===== config.mk =====
export PLATFORM = sky130hd
export DESIGN_NAME = trz_out_queue
export DESIGN_NICKNAME = d
export VERILOG_FILES = /design/src/hw/rtl/trz_pkg.sv /design/src/hw/rtl/trz_out_queue.sv
export SDC_FILE = /design/constraint.sdc
export NUM_CORES = 1
export LEC_CHECK = 0
export ABC_AREA = 1
export BUFFER_PORTS_ARGS = -buffer_cell sky130_fd_sc_hd__buf_2
export CORE_MARGIN = 3
export CORE_UTILIZATION = 46
export CTS_CLUSTER_SIZE = 12
export DETAILED_ROUTE_END_ITERATION = 10
export MAX_ROUTING_LAYER = met4
export PLACE_DENSITY = 0.59
export SLEW_MARGIN = 30
export SYNTH_ARGS = -nofsm -noshare
export SYNTH_HDL_FRONTEND = slang
export SYNTH_SLANG_ARGS = --single-unit

===== constraint.sdc =====
create_clock -name clk_i -period 2.6 [get_ports clk_i]
set_input_delay 0.13 -clock clk_i [delete_from_list [all_inputs] [get_ports clk_i]]
set_output_delay 0.13 -clock clk_i [all_outputs]
set_load 0.1 [all_outputs]

===== src/hw/rtl/trz_pkg.sv =====
// Shared types, constants and configuration codes of the tile rotate and zoom block.
// No dependencies; every other file of the block imports this package.
package trz_pkg;

  localparam int unsigned COORD_W    = 5;
  localparam int unsigned PIX_W      = 8;
  localparam int unsigned SIZE_W     = 6;
  localparam int unsigned TURNS_W    = 2;
  localparam int unsigned ZOOM_W     = 12;
  localparam int unsigned FRAC_W     = 8;
  localparam int unsigned CFG_IDX_W  = 2;
  localparam int unsigned CFG_DATA_W = 12;

  localparam int unsigned MAX_DIM     = 32;
  localparam int unsigned STORE_SIDE  = 32;
  localparam int unsigned STORE_DEPTH = STORE_SIDE * STORE_SIDE;
  localparam int unsigned ADDR_W      = 2 * COORD_W;

  // Restoring divider: one quotient bit per stage.
  localparam int unsigned DIV_STEPS = COORD_W;
  localparam int unsigned REM_W     = COORD_W + FRAC_W;
  localparam int unsigned DIVR_W    = ZOOM_W + DIV_STEPS - 1;

  localparam int unsigned MID_DEPTH  = 2;
  localparam int unsigned MID_AW     = 1;
  localparam int unsigned MID_CNT_W  = 2;
  localparam int unsigned OUTQ_DEPTH = 16;
  localparam int unsigned OUTQ_AW    = 4;
  localparam int unsigned OUTQ_CNT_W = 5;

  typedef enum logic {
    REQ_LOAD = 1'b0,
    REQ_READ = 1'b1
  } req_type_e;

  typedef enum logic [CFG_IDX_W-1:0] {
    CFG_TILE_SIZE     = 2'd0,
    CFG_QUARTER_TURNS = 2'd1,
    CFG_ZOOM_Q8       = 2'd2
  } cfg_idx_e;

  typedef struct packed {
    req_type_e          req_type;
    logic [COORD_W-1:0] row;
    logic [COORD_W-1:0] col;
    logic [PIX_W-1:0]   pixel_in;
  } in_item_t;

  typedef struct packed {
    logic [PIX_W-1:0]  pixel_out;
    logic              in_range;
    logic [SIZE_W-1:0] out_size;
  } res_item_t;

  // Effective configuration, derived once in the top level.
  typedef struct packed {
    logic [COORD_W-1:0] last_idx;
    logic [ZOOM_W-1:0]  zoom;
    logic [TURNS_W-1:0] turns;
    logic [SIZE_W-1:0]  out_size;
  } cfg_t;

  // Classified item between front and back.
  typedef struct packed {
    req_type_e          req_type;
    logic [COORD_W-1:0] row;
    logic [COORD_W-1:0] col;
    logic [PIX_W-1:0]   pixel;
    logic               ovf_r;
    logic               ovf_c;
    logic               in_range;
    logic [SIZE_W-1:0]  out_size;
  } mid_item_t;

endpackage


===== src/hw/rtl/trz_out_queue.sv =====
// Result queue: holds finished results until the consumer pops them.
// Depends on trz_pkg.
module trz_out_queue import trz_pkg::*; (
  input  logic      clk_i,
  input  logic      rst_ni,
  input  logic      push_i,
  input  res_item_t item_i,
  input  logic      pop_i,
  output logic      empty_o,
  output logic      full_o,
  output res_item_t item_o
);

  res_item_t             rq_q [OUTQ_DEPTH];
  logic [OUTQ_AW-1:0]    wr_ptr_q, rd_ptr_q;
  logic [OUTQ_CNT_W-1:0] cnt_q, cnt_d;
  logic                  pop;

  assign empty_o = (cnt_q == '0);
  assign full_o  = (cnt_q == OUTQ_CNT_W'(OUTQ_DEPTH));
  assign item_o  = rq_q[rd_ptr_q];
  assign pop     = pop_i && !empty_o;

  always_comb begin
    cnt_d = cnt_q;
    if (push_i && !pop) begin
      cnt_d = cnt_q + 1'b1;
    end else if (pop && !push_i) begin
      cnt_d = cnt_q - 1'b1;
    end
  end

  always_ff @(posedge clk_i or negedge rst_ni) begin
    if (!rst_ni) begin
      wr_ptr_q <= '0;
      rd_ptr_q <= '0;
      cnt_q    <= '0;
    end else begin
      if (push_i) begin
        wr_ptr_q <= wr_ptr_q + 1'b1;
      end
      if (pop) begin
        rd_ptr_q <= rd_ptr_q + 1'b1;
      end
      cnt_q <= cnt_d;
    end
  end

  always_ff @(posedge clk_i) begin
    if (push_i) begin
      rq_q[wr_ptr_q] <= item_i;
    end
  end

endmodule


==> metrics.csv <==
stage,metric,value,unit
outcome,outcome,"finished, final reports clean",
clock_network,H-tree depth,1,
job,number of max-cap violations,0,
critical_path,crit start category,flip-flop,
critical_path,Crit path depth,9,
clock_network,clock root buffer master,clkbuf_16,
power,Seq pwr share,32.0,%
clock_network,Sink Count,253,
synth,Post-Syn Area per Cell,10.4,sq um
clock_network,largest buffer count on any clock path,3,
global_routing,initial antenna violation count,2,
sta,minimum clock period,2.49,ns
sta,Final setup violation count,0,
detailed_routing,vias per cell,4.94,
clock_network,number of buffers created by CTS,27,
final_layout,most frequent cells in the layout,"nand2_1 (409), edfxtp_1 (240), inv_1 (107)",
critical_path,cell family with most CP delay,simple AND/OR/NAND/NOR gates,
hold_path,Hold Path Class,primary input to asynchronous set/reset pin,
global_routing,Overflow after GRT,0,
critical_path,CP endpoint kind,output port,
place,I/O Buffers,35,
clock_network,Worst-path clk slew,0.06,ns
final_layout,final net count,1153,
place,Final HPWL DP,14800,um
clock_network,Post-CTS Setup Inserts,0,
power,Clock Power Share,21.1,%
power,Logic pwr share,47.0,%
sta,Hold Fails Final Rpt,0,
global_routing,All-Layer GR Usage,20.8,%
detailed_routing,post-DR wirelength/cell,17.8,um
critical_path,r2r worst-path depth,12,
global_routing,vias in the first global route,6838,
global_routing,largest net degree at the start of global routing,86,
synth,"Seq/Total Area, Yosys",69.1,%
sta,fin crit share,95.7,%
synth,"area leader, netlist",edfxtp_1,
synth,Synth top area share,66.1,%
power,Sw Ratio,43.1,%
sta,RSZ-0062 raised after global routing,no,
sta,worst clock skew,0.0101,ns
critical_path,crit path kind,flip-flop to output port,
floorplanning,Ports,36,
floorplanning,DIE AREA,25600,sq um
synth,Mapped Cells,1051,
power,PwrDens,1260,nW/um^2
sta,slew margin rel.,58.2,%
floorplanning,core footprint,23000,sq um
critical_path,Most common cell on crit path,nand2_1,
synth,register bit total from synthesis,253,
critical_path,CP max stage delay,0.53,ns
power,Leak Pwr,5.34,nW
sta,Pins Over Slew Limit,0,
critical_path,Crit path required time,2.47,ns
synth,"Distinct cells, synth",21,
synth,Synth Cell Area,10900,sq um
sta,Worst Max-Slew Pin Slew,0.627,ns
global_routing,first-pass GRT wire length,40000,um
sta,fmax,402,MHz
clock_network,"Clk Latency, worst-skew pair",0.54,ns
final_layout,fin cells,1454,
critical_path,CP cell instances,inv_2 > buf_12 > nand2_1 > nand3_1 > nand2_1 > nor2_1 > nand2_1 > nand2_1 > buf_12,
critical_path,"slowest stage cell, crit path",dfrtp_4,
floorplanning,Die Height,160,um
power,internal power,0.00913,W
power,maximum vdd ir drop,0.00182,V
synth,Synth area leaders,"edfxtp_1 (66%), nand2_1 (14%), nand3_1 (4.5%)",
detailed_routing,detailed-route via count,7176,
final_layout,Layout area overhead,17.3,%
synth,Synth Net Count,1080,
detailed_routing,final WL,25900,um
final_layout,layout cells sized above 1,11.0,%
detailed_routing,DRC,0,
critical_path,CP Max Fanout,42,
sta,Setup TNS,0,ns
floorplanning,Starting Density,47.4,%
final_layout,Filler Cell Count,1976,
detailed_routing,initial detailed-routing violation count,522,
floorplanning,# rows,55,
place,Final Wtd Congestion,0.825,
critical_path,Buf/Inv on CP,3,
critical_path,WP data arrival,2.36,ns
power,Power Total,0.0161,W
detailed_routing,Post-DRT Antenna Nets,0,
floorplanning,Die W,160,um
detailed_routing,DRT Pass-1 Iters,5,
place,Cell Count Post-Placement,1389,
final_layout,"commonest non-fill, non-tap cell in the layout",nand2_1,
power,sw power,0.00693,W
clock_network,CTS tree,built,
synth,Synth Warn #,0,
## cell type report
cell class                 instances  area (sq um)  area share [%]
antenna                            2          5.00          0.0392
clock buffer                      33           698            5.46
clock inverter                    11          66.3           0.519
inverter                         109           409            3.20
multi-input combinational        642          2720            21.3
sequential                       253          7540            59.0
tap                              313           392            3.06
timing repair buffer              91           958            7.50
## power by group through the flow
stage / sequential [W] / clock (W) / combinational, W
floorplan: 0.00515 / 0 / 0.00497
global placement: 0.00520 / 0 / 0.00749
detailed placement: 0.00521 / 0 / 0.00753
CTS: 0.00513 / 0.00345 / 0.00758
global route: 0.00517 / 0.00361 / 0.00815
finish: 0.00513 / 0.00338 / 0.00754
## Yosys cell counts
cell      number
o21ai_0        3
buf_2         28
fa_1           1
inv_2          2
xor2_1         4
dfrtp_1       13
buf_4          4
ha_1           9
xnor2_1        2
nor2_2         1
o21ai_1        1
buf_6          7
nor2_1       109
nand2_1      409
nand3_1       99
inv_1        107
nand4_1        3
clkbuf_1       6
o22ai_1        1
buf_1          2
edfxtp_1     240
## worst reg2reg max path, cell delays in order (launching register included)
cell	delay [ns]
dfrtp_1	0.44
nor2_1	0.18
nand4_1	0.19
nand2_1	0.22
ha_1	0.20
inv_1	0.11
fa_1	0.41
nand2_1	0.10
nand3_1	0.09
nand3_1	0.08
nand2_1	0.05
nand2_1	0.05
nand2_1	0.05
## metrics by stage
step / area (sq um) / hold slack [ns] / setup slack (ns) / utilization [%]
3_5_place_dp: 11800 / 0.0462 / 0.345 / 51.4
5_1_grt: 12800 / 0.0549 / 0.00507 / 55.6
2_1_floorplan: 10900 / -0.166 / 0.593 / -
3_3_place_gp: 11800 / 0.0432 / 0.433 / 51.4
6_report: 12800 / 0.0253 / 0.111 / 55.6
4_1_cts: 12800 / 0.00631 / 0.137 / 55.5
## what timing repair did
action / 4_1_cts / 5_1_grt
setup endpoints to repair: 0 / 1
hold buffers: 18 / 0
resized for setup: 0 / 0
endpoints found under the hold margin: 252 / 0
## per-layer routing
layer  global-route usage [%]  up-vias  share of wire (%)
li1                         -     3536                  -
met3                     2.59       56                4.6
met5                        -        -                  0
met1                     26.6     3423                 43
met4                     6.51        0                2.8
met2                     35.0      161                 50
## path summary, 6_finish.rpt
kind                                   from     endpoint  slack (ns)
worst max-delay path            rd_ptr_q[0]    item_o[9]        0.11
worst min-delay path                 rst_ni     cnt_q[4]        0.03
worst max register to register     cnt_q[0]     cnt_q[4]        0.33
worst min register to register     cnt_q[4]     cnt_q[4]        0.52
max in group asynchronous            rst_ni  rd_ptr_q[0]        2.31
min in group clk_i                    pop_i  rd_ptr_q[3]        0.41
## logic make-up after synthesis
group,count (synthesis),share of synthesized area (%)
xor gates and xnor gates,6,0.482
DFF,253,69.1
and+or+nand+nor,621,22.6
buffers and inverters,156,6.32
adders and majority gates,10,1.22
AOI/OAI and AO/OA,5,0.241
## flip-flops by register name (all words and copies together), names as in the netlist
| register | flops |
|---|---|
| wr_ptr_q | 4 |
| cnt_q | 5 |
| rq_q | 240 |
| rd_ptr_q | 4 |
Note: power is estimated with default switching activity, not from simulation.
