### src/hw/rtl/trz_pkg.sv
// Shared types, constants and configuration codes of the tile rotate and zoom block.
// No dependencies; every other file of the block imports this package.
package trz_pkg;

  localparam int unsigned COORD_W    = 5;
  localparam int unsigned PIX_W      = 8;
  localparam int unsigned SIZE_W     = 6;
  localparam int unsigned TURNS_W    = 2;
  localparam int unsigned ZOOM_W     = 12;
  localparam int unsigned FRAC_W     = 8;
  localparam int unsigned CFG_IDX_W  = 2;
  localparam int unsigned CFG_DATA_W = 12;

  localparam int unsigned MAX_DIM     = 32;
  localparam int unsigned STORE_SIDE  = 32;
  localparam int unsigned STORE_DEPTH = STORE_SIDE * STORE_SIDE;
  localparam int unsigned ADDR_W      = 2 * COORD_W;

  // Restoring divider: one quotient bit per stage.
  localparam int unsigned DIV_STEPS = COORD_W;
  localparam int unsigned REM_W     = COORD_W + FRAC_W;
  localparam int unsigned DIVR_W    = ZOOM_W + DIV_STEPS - 1;

  localparam int unsigned MID_DEPTH  = 2;
  localparam int unsigned MID_AW     = 1;
  localparam int unsigned MID_CNT_W  = 2;
  localparam int unsigned OUTQ_DEPTH = 16;
  localparam int unsigned OUTQ_AW    = 4;
  localparam int unsigned OUTQ_CNT_W = 5;

  typedef enum logic {
    REQ_LOAD = 1'b0,
    REQ_READ = 1'b1
  } req_type_e;

  typedef enum logic [CFG_IDX_W-1:0] {
    CFG_TILE_SIZE     = 2'd0,
    CFG_QUARTER_TURNS = 2'd1,
    CFG_ZOOM_Q8       = 2'd2
  } cfg_idx_e;

  typedef struct packed {
    req_type_e          req_type;
    logic [COORD_W-1:0] row;
    logic [COORD_W-1:0] col;
    logic [PIX_W-1:0]   pixel_in;
  } in_item_t;

  typedef struct packed {
    logic [PIX_W-1:0]  pixel_out;
    logic              in_range;
    logic [SIZE_W-1:0] out_size;
  } res_item_t;

  // Effective configuration, derived once in the top level.
  typedef struct packed {
    logic [COORD_W-1:0] last_idx;
    logic [ZOOM_W-1:0]  zoom;
    logic [TURNS_W-1:0] turns;
    logic [SIZE_W-1:0]  out_size;
  } cfg_t;

  // Classified item between front and back.
  typedef struct packed {
    req_type_e          req_type;
    logic [COORD_W-1:0] row;
    logic [COORD_W-1:0] col;
    logic [PIX_W-1:0]   pixel;
    logic               ovf_r;
    logic               ovf_c;
    logic               in_range;
    logic [SIZE_W-1:0]  out_size;
  } mid_item_t;

endpackage

### src/hw/rtl/trz_front.sv
// Front end: accepts items, classifies them and holds them in a two-entry queue.
// Depends on trz_pkg.
module trz_front import trz_pkg::*; (
  input  logic      clk_i,
  input  logic      rst_ni,
  input  cfg_t      cfg_i,
  input  logic      push_i,
  input  in_item_t  item_i,
  output logic      full_o,
  input  logic      pop_i,
  output mid_item_t head_o,
  output logic      head_vld_o
);

  mid_item_t              mq_q [MID_DEPTH];
  mid_item_t              cls;
  logic [MID_AW-1:0]      wr_ptr_q, wr_ptr_d, rd_ptr_q, rd_ptr_d;
  logic [MID_CNT_W-1:0]   cnt_q, cnt_d;
  logic                   acc, pop;

  // Quotient of row*256/zoom reaches 2^DIV_STEPS exactly when row*2^(8-5) >= zoom.
  always_comb begin
    cls.req_type = item_i.req_type;
    cls.row      = item_i.row;
    cls.col      = item_i.col;
    cls.pixel    = item_i.pixel_in;
    cls.ovf_r    = (ZOOM_W'(item_i.row) << (FRAC_W - DIV_STEPS)) >= cfg_i.zoom;
    cls.ovf_c    = (ZOOM_W'(item_i.col) << (FRAC_W - DIV_STEPS)) >= cfg_i.zoom;
    cls.in_range = (SIZE_W'(item_i.row) < cfg_i.out_size) &&
                   (SIZE_W'(item_i.col) < cfg_i.out_size);
    cls.out_size = cfg_i.out_size;
  end

  assign full_o     = (cnt_q == MID_CNT_W'(MID_DEPTH));
  assign head_vld_o = (cnt_q != '0);
  assign head_o     = mq_q[rd_ptr_q];
  assign acc        = push_i && !full_o;
  assign pop        = pop_i && head_vld_o;

  always_comb begin
    wr_ptr_d = acc ? wr_ptr_q + 1'b1 : wr_ptr_q;
    rd_ptr_d = pop ? rd_ptr_q + 1'b1 : rd_ptr_q;
    cnt_d    = cnt_q;
    if (acc && !pop) begin
      cnt_d = cnt_q + 1'b1;
    end else if (pop && !acc) begin
      cnt_d = cnt_q - 1'b1;
    end
  end

  always_ff @(posedge clk_i or negedge rst_ni) begin
    if (!rst_ni) begin
      wr_ptr_q <= '0;
      rd_ptr_q <= '0;
      cnt_q    <= '0;
    end else begin
      wr_ptr_q <= wr_ptr_d;
      rd_ptr_q <= rd_ptr_d;
      cnt_q    <= cnt_d;
    end
  end

  always_ff @(posedge clk_i) begin
    if (acc) begin
      mq_q[wr_ptr_q] <= cls;
    end
  end

endmodule

### config.mk
export PLATFORM = sky130hd
export DESIGN_NAME = trz_front
export DESIGN_NICKNAME = d
export VERILOG_FILES = /design/src/hw/rtl/trz_pkg.sv /design/src/hw/rtl/trz_front.sv
export SDC_FILE = /design/constraint.sdc
export NUM_CORES = 1
export LEC_CHECK = 0
export BUFFER_PORTS_ARGS = -buffer_cell sky130_fd_sc_hd__buf_2
export CELL_PAD_IN_SITES_DETAIL_PLACEMENT = 1
export CELL_PAD_IN_SITES_GLOBAL_PLACEMENT = 1
export CORE_MARGIN = 5
export CORE_UTILIZATION = 43
export CTS_CLUSTER_SIZE = 12
export DETAILED_ROUTE_END_ITERATION = 6
export GPL_ROUTABILITY_DRIVEN = 0
export PLACE_DENSITY = 0.88
export RECOVER_POWER = 100
export SKIP_CTS_REPAIR_TIMING = 1
export SLEW_MARGIN = 20
export SYNTH_ARGS = -nofsm -noshare
export SYNTH_HDL_FRONTEND = slang
export SYNTH_SLANG_ARGS = --single-unit
### constraint.sdc
create_clock -name clk_i -period 5.6 [get_ports clk_i]
set_clock_uncertainty 0.2 [all_clocks]
set_input_delay 0.56 -clock clk_i [delete_from_list [all_inputs] [get_ports clk_i]]
set_output_delay 0.56 -clock clk_i [all_outputs]
set_load 0.005 [all_outputs]
==> reports/qor.txt, run 1 <==
worst hold slack: 0.218 ns
reported max-cap violation count: 0
number of antenna violations at the first check in global routing: 0
maximum root-to-sink buffer count: 2
Final Util: 54.5%
Synthesized Nets: 227
Layout area overhead: 22.1%
total length of routed wires: 5800 um
wire length of the first global-routing pass: 9090 um
Compound-Gate Fraction of Synth Area: 4.82%
Post-DP HPWL: 4400 um
maximum clock rate: 318 MHz
n_diodes: 0
clock insertion delay at the later pin of the skew report: 0.33 ns
via count normalized by instance count: 5.16
Worst Path Arrival: 2.39 ns
number of clock sinks: 60
final design instance area without fill: 3260 um2
most frequently used flop master after synthesis: sky130_fd_sc_hd__edfxtp_1
VDD IR max: 0.000260 V
CTS clock-pin slew for the worst setup and hold paths: 0.06 ns
number of setup violations in the final report: 0
worst hold-check path type: in -> reg
global-route usage over all layers: 16.3%
main area contributors after synthesis: sky130_fd_sc_hd__edfxtp_1 (63%), sky130_fd_sc_hd__mux2_2 (12%), sky130_fd_sc_hd__ha_1 (8.9%), sky130_fd_sc_hd__dfrtp_1 (3.7%), sky130_fd_sc_hd__inv_1 (1.5%)
Synth Register Bits: 60
footprint of the flip-flops and latches: 1780 um2
Total Power: 1.44 mW
minimum clock period: 3.15 ns
Area after DPL: 3120 um2
vias in the first global route: 1874
vias: 1663
Syn Area/Cell: 16.7 um2
RSZ-0062 raised after global routing: false
adder and majority cell fraction of the synthesized area: 8.90%
Layout fillers: 656
Warnings, synthesis: 0
Period Utilization, post-route: 56.2%
Nets: 309
top-count cell post-synth: sky130_fd_sc_hd__edfxtp_1
TritonCTS clock tree: done
Final Max Slew Viols: 0
Power Density: 443 nW/um2
detailed-routing iteration count for the pre-antenna-repair pass: 4
library cell occupying the most area in the post-synthesis netlist: sky130_fd_sc_hd__edfxtp_1
final std cells w/o fill: 322
share of async-settable or async-resettable flops after synthesis: 6.67%
starting density of the core: 44.6%
list of most frequent post-synthesis cells: sky130_fd_sc_hd__edfxtp_1 (56), sky130_fd_sc_hd__mux2_2 (28), sky130_fd_sc_hd__ha_1 (19)
Setup Total Neg Slack: 0 ns
IO Pins: 78
count of cells along the worst hold path: 1
post-synthesis instance total: 160
ANT nets after route: 0
final worst setup slack: 2.45 ns
combined area of the multi-input logic cells: 828 um2
portion of the post-synthesis area used by sequential elements: 66.7%
core box area: 5990 um2
biggest fanout along the worst timing path: 21
drt initial violations: 53
worst-margin pin slew: 1.33 ns
Cell Rows: 28
count of cell types in the netlist: 28
required time reported for the critical path endpoint: 4.84 ns
max_slew headroom: 11.6%
Inserted Clock Buffers: 9
wire per inst: 18.0 um
share of the synthesized area in the top cell type: 62.9%
outcome: completed
sum of overflow across all layers after global routing: 0
Simple-Gate Fraction of Synth Area: 3.84%
fraction of final layout cells sized beyond drive strength 1: 32.0%
classification of the worst setup path: reg -> out
post-placement cell count: 305
largest net degree at the start of global routing: 22
Chip Width: 88.8 um
reg2reg path depth: 4
startpoint type of the worst setup path: flop
area of the mapped netlist: 2670 um2
depth of the CTS H-tree: 3
multiplexer fraction of the synthesized cell area: 11.8%
dominant combinational cell family by area after synthesis: multiplexers
Leakage Power: 1.27 nW
Buffers on Ports: 70
clock root buffer: sky130_fd_sc_hd__clkbuf_8
total die area: 7890 um2
endpoint kind of the worst setup timing path: output port
number of remaining DRC errors: 0
post-placement setup slack: 3.38 ns
area share of xor/xnor cells in the synthesized design: 1.64%
Post-synth EDFFs: 56
final hold violation count: 0
floorplan die height: 88.8 um
==> per-layer routing <==
metal / wire length [um] / part of all wire (%) / global-route usage, % / up-vias
li1: - / - / - / 778
met1: 2190 / 38 / 17.7 / 810
met2: 2990 / 52 / 28.0 / 65
met3: 478 / 8.2 / 4.56 / 10
met4: 131 / 2.3 / 9.75 / 0
met5: 0 / 0 / 0 / -
==> placed cells by master, fill, tap and decap left out, drive strengths merged <==
cell type	instances
nand3	1
and3	1
o32ai	1
a21o	2
a211oi	4
o21ai	3
a21oi	3
ha	19
nor4	1
and2	2
nor2b	1
nand2b	2
clkbuf	54
o2111ai	2
clkinv	1
xor2	2
edfxtp	56
mux2	28
or2b	1
dfrtp	4
inv	11
xnor2	3
nand2	3
nor3	2
dlygate4sd3	1
or2	1
a2111oi	1
nor2	3
buf	34
==> worst max-delay path, cell delays in order (launching register included) <==
cell                       delay [ns]
sky130_fd_sc_hd__dfrtp_1         0.57
sky130_fd_sc_hd__clkbuf_1        0.91
sky130_fd_sc_hd__mux2_2          0.44
sky130_fd_sc_hd__buf_2           0.13
==> layout make-up <==
cell class,instances,area share (%)
timing repair buffer,74,10.0
clock inverter,1,0.153
multi-input combinational,86,25.4
tap,75,2.88
inverter,11,1.27
sequential,60,54.6
clock buffer,15,5.71
==> cells by family (layout without fill, tap and decap cells) <==
family	count (synthesis)	in the layout
flops	60	60
mux	28	28
fa+ha+maj	19	19
simple gates	18	18
compound gates	16	16
buf+inv	14	101
xor+xnor	5	5
==> flip-flops by register name, summed over array words and instances, names as in the netlist <==
signal,flops
rd_ptr_q,1
cnt_q,2
wr_ptr_q,1
mq_q,56
==> power breakdown <==
part | total, mW | switching [mW] | internal [mW]
sequential | 0.664 | 0.0444 | 0.620
clock | 0.365 | 0.156 | 0.209
combinational | 0.415 | 0.216 | 0.199
total | 1.44 | 0.417 | 1.03
==> worst paths after layout <==
path	from	end	slack, ns
max in group asynchronous	rst_ni	wr_ptr_q	4.63
max	rd_ptr_q	head_o[5]	2.45
min in group asynchronous	rst_ni	cnt_q[1]	0.39
min	item_i[5]	mq_q[1][14]	0.22
min reg2reg	wr_ptr_q	wr_ptr_q	0.33
max reg2reg	cnt_q[0]	mq_q[0][9]	2.70
(Power assumes the default switching activity.)
==> run 2: changes to the inputs <==
--- a/config.mk
+++ b/config.mk
@@ -9,11 +9,11 @@
 export CELL_PAD_IN_SITES_DETAIL_PLACEMENT = 1
 export CELL_PAD_IN_SITES_GLOBAL_PLACEMENT = 1
 export CORE_MARGIN = 5
-export CORE_UTILIZATION = 43
+export CORE_UTILIZATION = 42
 export CTS_CLUSTER_SIZE = 12
 export DETAILED_ROUTE_END_ITERATION = 6
 export GPL_ROUTABILITY_DRIVEN = 0
-export PLACE_DENSITY = 0.88
+export PLACE_DENSITY = 0.86
 export RECOVER_POWER = 100
 export SKIP_CTS_REPAIR_TIMING = 1
 export SLEW_MARGIN = 20
==> constraint.sdc (replaced) <==
create_clock -name clk_i -period 3.1 [get_ports clk_i]
set_clock_uncertainty 0.2 [all_clocks]
set_input_delay 0.31 -clock clk_i [delete_from_list [all_inputs] [get_ports clk_i]]
set_output_delay 0.31 -clock clk_i [all_outputs]
set_load 0.005 [all_outputs]
==> run 2 against run 1 <==
Compared with the run above: critical path depth grew 1; clock power grew 65%; power grew 80%; global-route usage shrank 1.6 points; die area grew 2.1%; cell count grew 6.2%; sequential power grew 81%; hold slack lost 0.15 ns; largest cell class unchanged.
==> reports/qor.txt, run 2 (synthesis results as in run 1) <==
count of cells along the worst hold path: 3 (+2)
Worst Path Arrival: 2.21 ns (-0.18 ns)
combined area of the multi-input logic cells: 828 um2 (unchanged)
required time reported for the critical path endpoint: 2.90 ns (-1.94 ns)
fraction of final layout cells sized beyond drive strength 1: 29.1% (-2.9 points)
VDD IR max: 0.000311 V (+19%)
largest net degree at the start of global routing: 20 (-9.1%)
delay of the slowest cell on the worst path: 0.74 ns (-0.17 ns)
Layout area overhead: 28.7%
Reg2Reg Launch Point: cnt_q[0]
Post-DP HPWL: 4290 um (-2.4%)
reported max-cap violation count: 0 (unchanged)
most common library cell in the layout ignoring fill and taps: sky130_fd_sc_hd__edfxtp_1
leading registers by flop count: mq_q x56, cnt_q x2
core box area: 6280 um2 (+4.8%)
Inserted Clock Buffers: 9 (unchanged)
Reg with most FFs: mq_q
classification of the worst setup path: reg -> reg
worst min-delay path endpoint: rd_ptr_q
wire length of the first global-routing pass: 9190 um (+1.1%)
Period Utilization, post-route: 77.5%
via count normalized by instance count: 4.96 (-3.9%)
Power Density: 754 nW/um2 (+70%)
starting density of the core: 42.6% (-2.0 points)
n_diodes: 0 (unchanged)
slack of the worst reg-to-reg path: 0.70 ns (-2.00 ns)
RSZ-0062 raised after global routing: false
number of clock sinks: 60 (unchanged)
number of setup violations in the final report: 0 (unchanged)
total die area: 8060 um2 (+2.1%)
detailed-routing iteration count for the pre-antenna-repair pass: 4 (unchanged)
outcome: completed
global-route usage over all layers: 14.6% (-1.6 points)
maximum clock rate: 416 MHz
post-placement cell count: 307 (+0.66%)
cell-by-cell trace of the critical path: nand2b_1 > nand2_1 > nor2_1 > buf_4
wire per inst: 17.5 um (-3.0%)
worst-margin pin slew: 0.962 ns (-0.364 ns)
number of remaining DRC errors: 0 (unchanged)
minimum clock period: 2.40 ns
Final Max Slew Viols: 0 (unchanged)
floorplan die height: 89.8 um (+1.1%)
reg2reg path depth: 4 (unchanged)
top cell family by delay on the critical path: simple AND/OR/NAND/NOR gates
max_slew headroom: 35.6% (+24 points)
Nets: 327 (+5.8%)
startpoint type of the worst setup path: flop
vias: 1697 (+2.0%)
Final Util: 54.8% (+0.30 points)
worst hold slack: 0.0670 ns (-0.151 ns)
drt initial violations: 22 (-58%)
Setup Total Neg Slack: 0 ns (unchanged)
clock insertion delay at the later pin of the skew report: 0.33 ns (about the same)
Layout fillers: 646 (-1.5%)
footprint of the flip-flops and latches: 1780 um2 (unchanged)
IO Pins: 78 (unchanged)
Chip Width: 89.8 um (+1.1%)
CTS clock-pin slew for the worst setup and hold paths: 0.07 ns (about the same)
post-placement setup slack: 0.942 ns (-2.44 ns)
start point of the worst min-delay path: pop_i
ANT nets after route: 0 (unchanged)
final std cells w/o fill: 342 (+6.2%)
number of antenna violations at the first check in global routing: 0 (unchanged)
final worst setup slack: 0.698 ns (-1.76 ns)
sum of overflow across all layers after global routing: 0 (unchanged)
TritonCTS clock tree: done
biggest fanout along the worst timing path: 18 (-14%)
most frequent cells in the layout: sky130_fd_sc_hd__edfxtp_1 (56), sky130_fd_sc_hd__clkbuf_1 (43), sky130_fd_sc_hd__mux2_2 (28), sky130_fd_sc_hd__buf_2 (28)
final hold violation count: 0 (unchanged)
buffer and inverter count on the worst path: 1 (-1)
depth of the CTS H-tree: 3 (unchanged)
end of the worst register-to-register path: mq_q[0][19]
Buffers on Ports: 70 (unchanged)
worst hold-check path type: in -> reg
number of flip-flops under the largest register name: 56 (unchanged)
clock root buffer: sky130_fd_sc_hd__clkbuf_8
vias in the first global route: 1804 (-3.7%)
endpoint kind of the worst setup timing path: flop
Cell Rows: 29 (+3.6%)
Leakage Power: 1.33 nW (+4.8%)
slowest library cell on the worst path: sky130_fd_sc_hd__nor2_1
total length of routed wires: 5980 um (+3.1%)
maximum root-to-sink buffer count: 2 (unchanged)
==> run 2: changes by cell type in the layout (fill, tap and decap cells not counted), sizes merged <==
cell,previous run,this run
buf,34,31
clkbuf,54,52
clkinv,1,4
clkinvlp,0,1
dlygate4sd3,1,19
inv,11,12
==> run 2: cell type report <==
class,instances,area share (%)
multi-input combinational,86,24.1
clock buffer,10,3.71
sequential,60,51.8
clock inverter,6,1.16
inverter,11,1.20
timing repair buffer,92,15.2
tap,77,2.80
==> run 2: tightest hold or removal path, stage by stage <==
cell,delay (ns)
sky130_fd_sc_hd__buf_2,0.10
sky130_fd_sc_hd__nand2_1,0.09
sky130_fd_sc_hd__xnor2_1,0.06
==> run 2: worst max-delay path by stage <==
| stage | from | end | cells after the start |
|---|---|---|---|
| finish | cnt_q[0] | mq_q[0][19] | 4 |
| global route | cnt_q[0] | mq_q[0][19] | 4 |
| CTS | rd_ptr_q | head_o[19] | 3 |
| detailed placement | cnt_q[0] | mq_q[0][11] | 4 |
| global placement | cnt_q[0] | mq_q[0][11] | 4 |
| floorplan | cnt_q[0] | mq_q[0][0] | 3 |
==> run 2: power breakdown <==
group | leakage [nW] | internal, mW | switching, mW
Combinational | 0.676 | 0.395 | 0.395
Clock | 0.0864 | 0.290 | 0.313
Sequential | 0.568 | 1.11 | 0.0872
Total | 1.33 | 1.80 | 0.796
==> run 2: through the flow <==
stage / power [mW] / cell area (um2)
final: 2.59 / 3440
after floorplan: 1.68 / 2670
after detailed placement: 2.04 / 3140
after global placement: 1.99 / 3140
after global routing: 2.75 / 3440
after CTS: 2.65 / 3300
==> run 2: metal layers <==
layer / routed length (um) / GRT usage, % / up-vias
li1: - / - / 809
met1: 2410 / 16.9 / 833
met2: 3160 / 23.9 / 45
met3: 284 / 4.92 / 10
met4: 122 / 7.68 / 0
met5: 0 / 0 / -
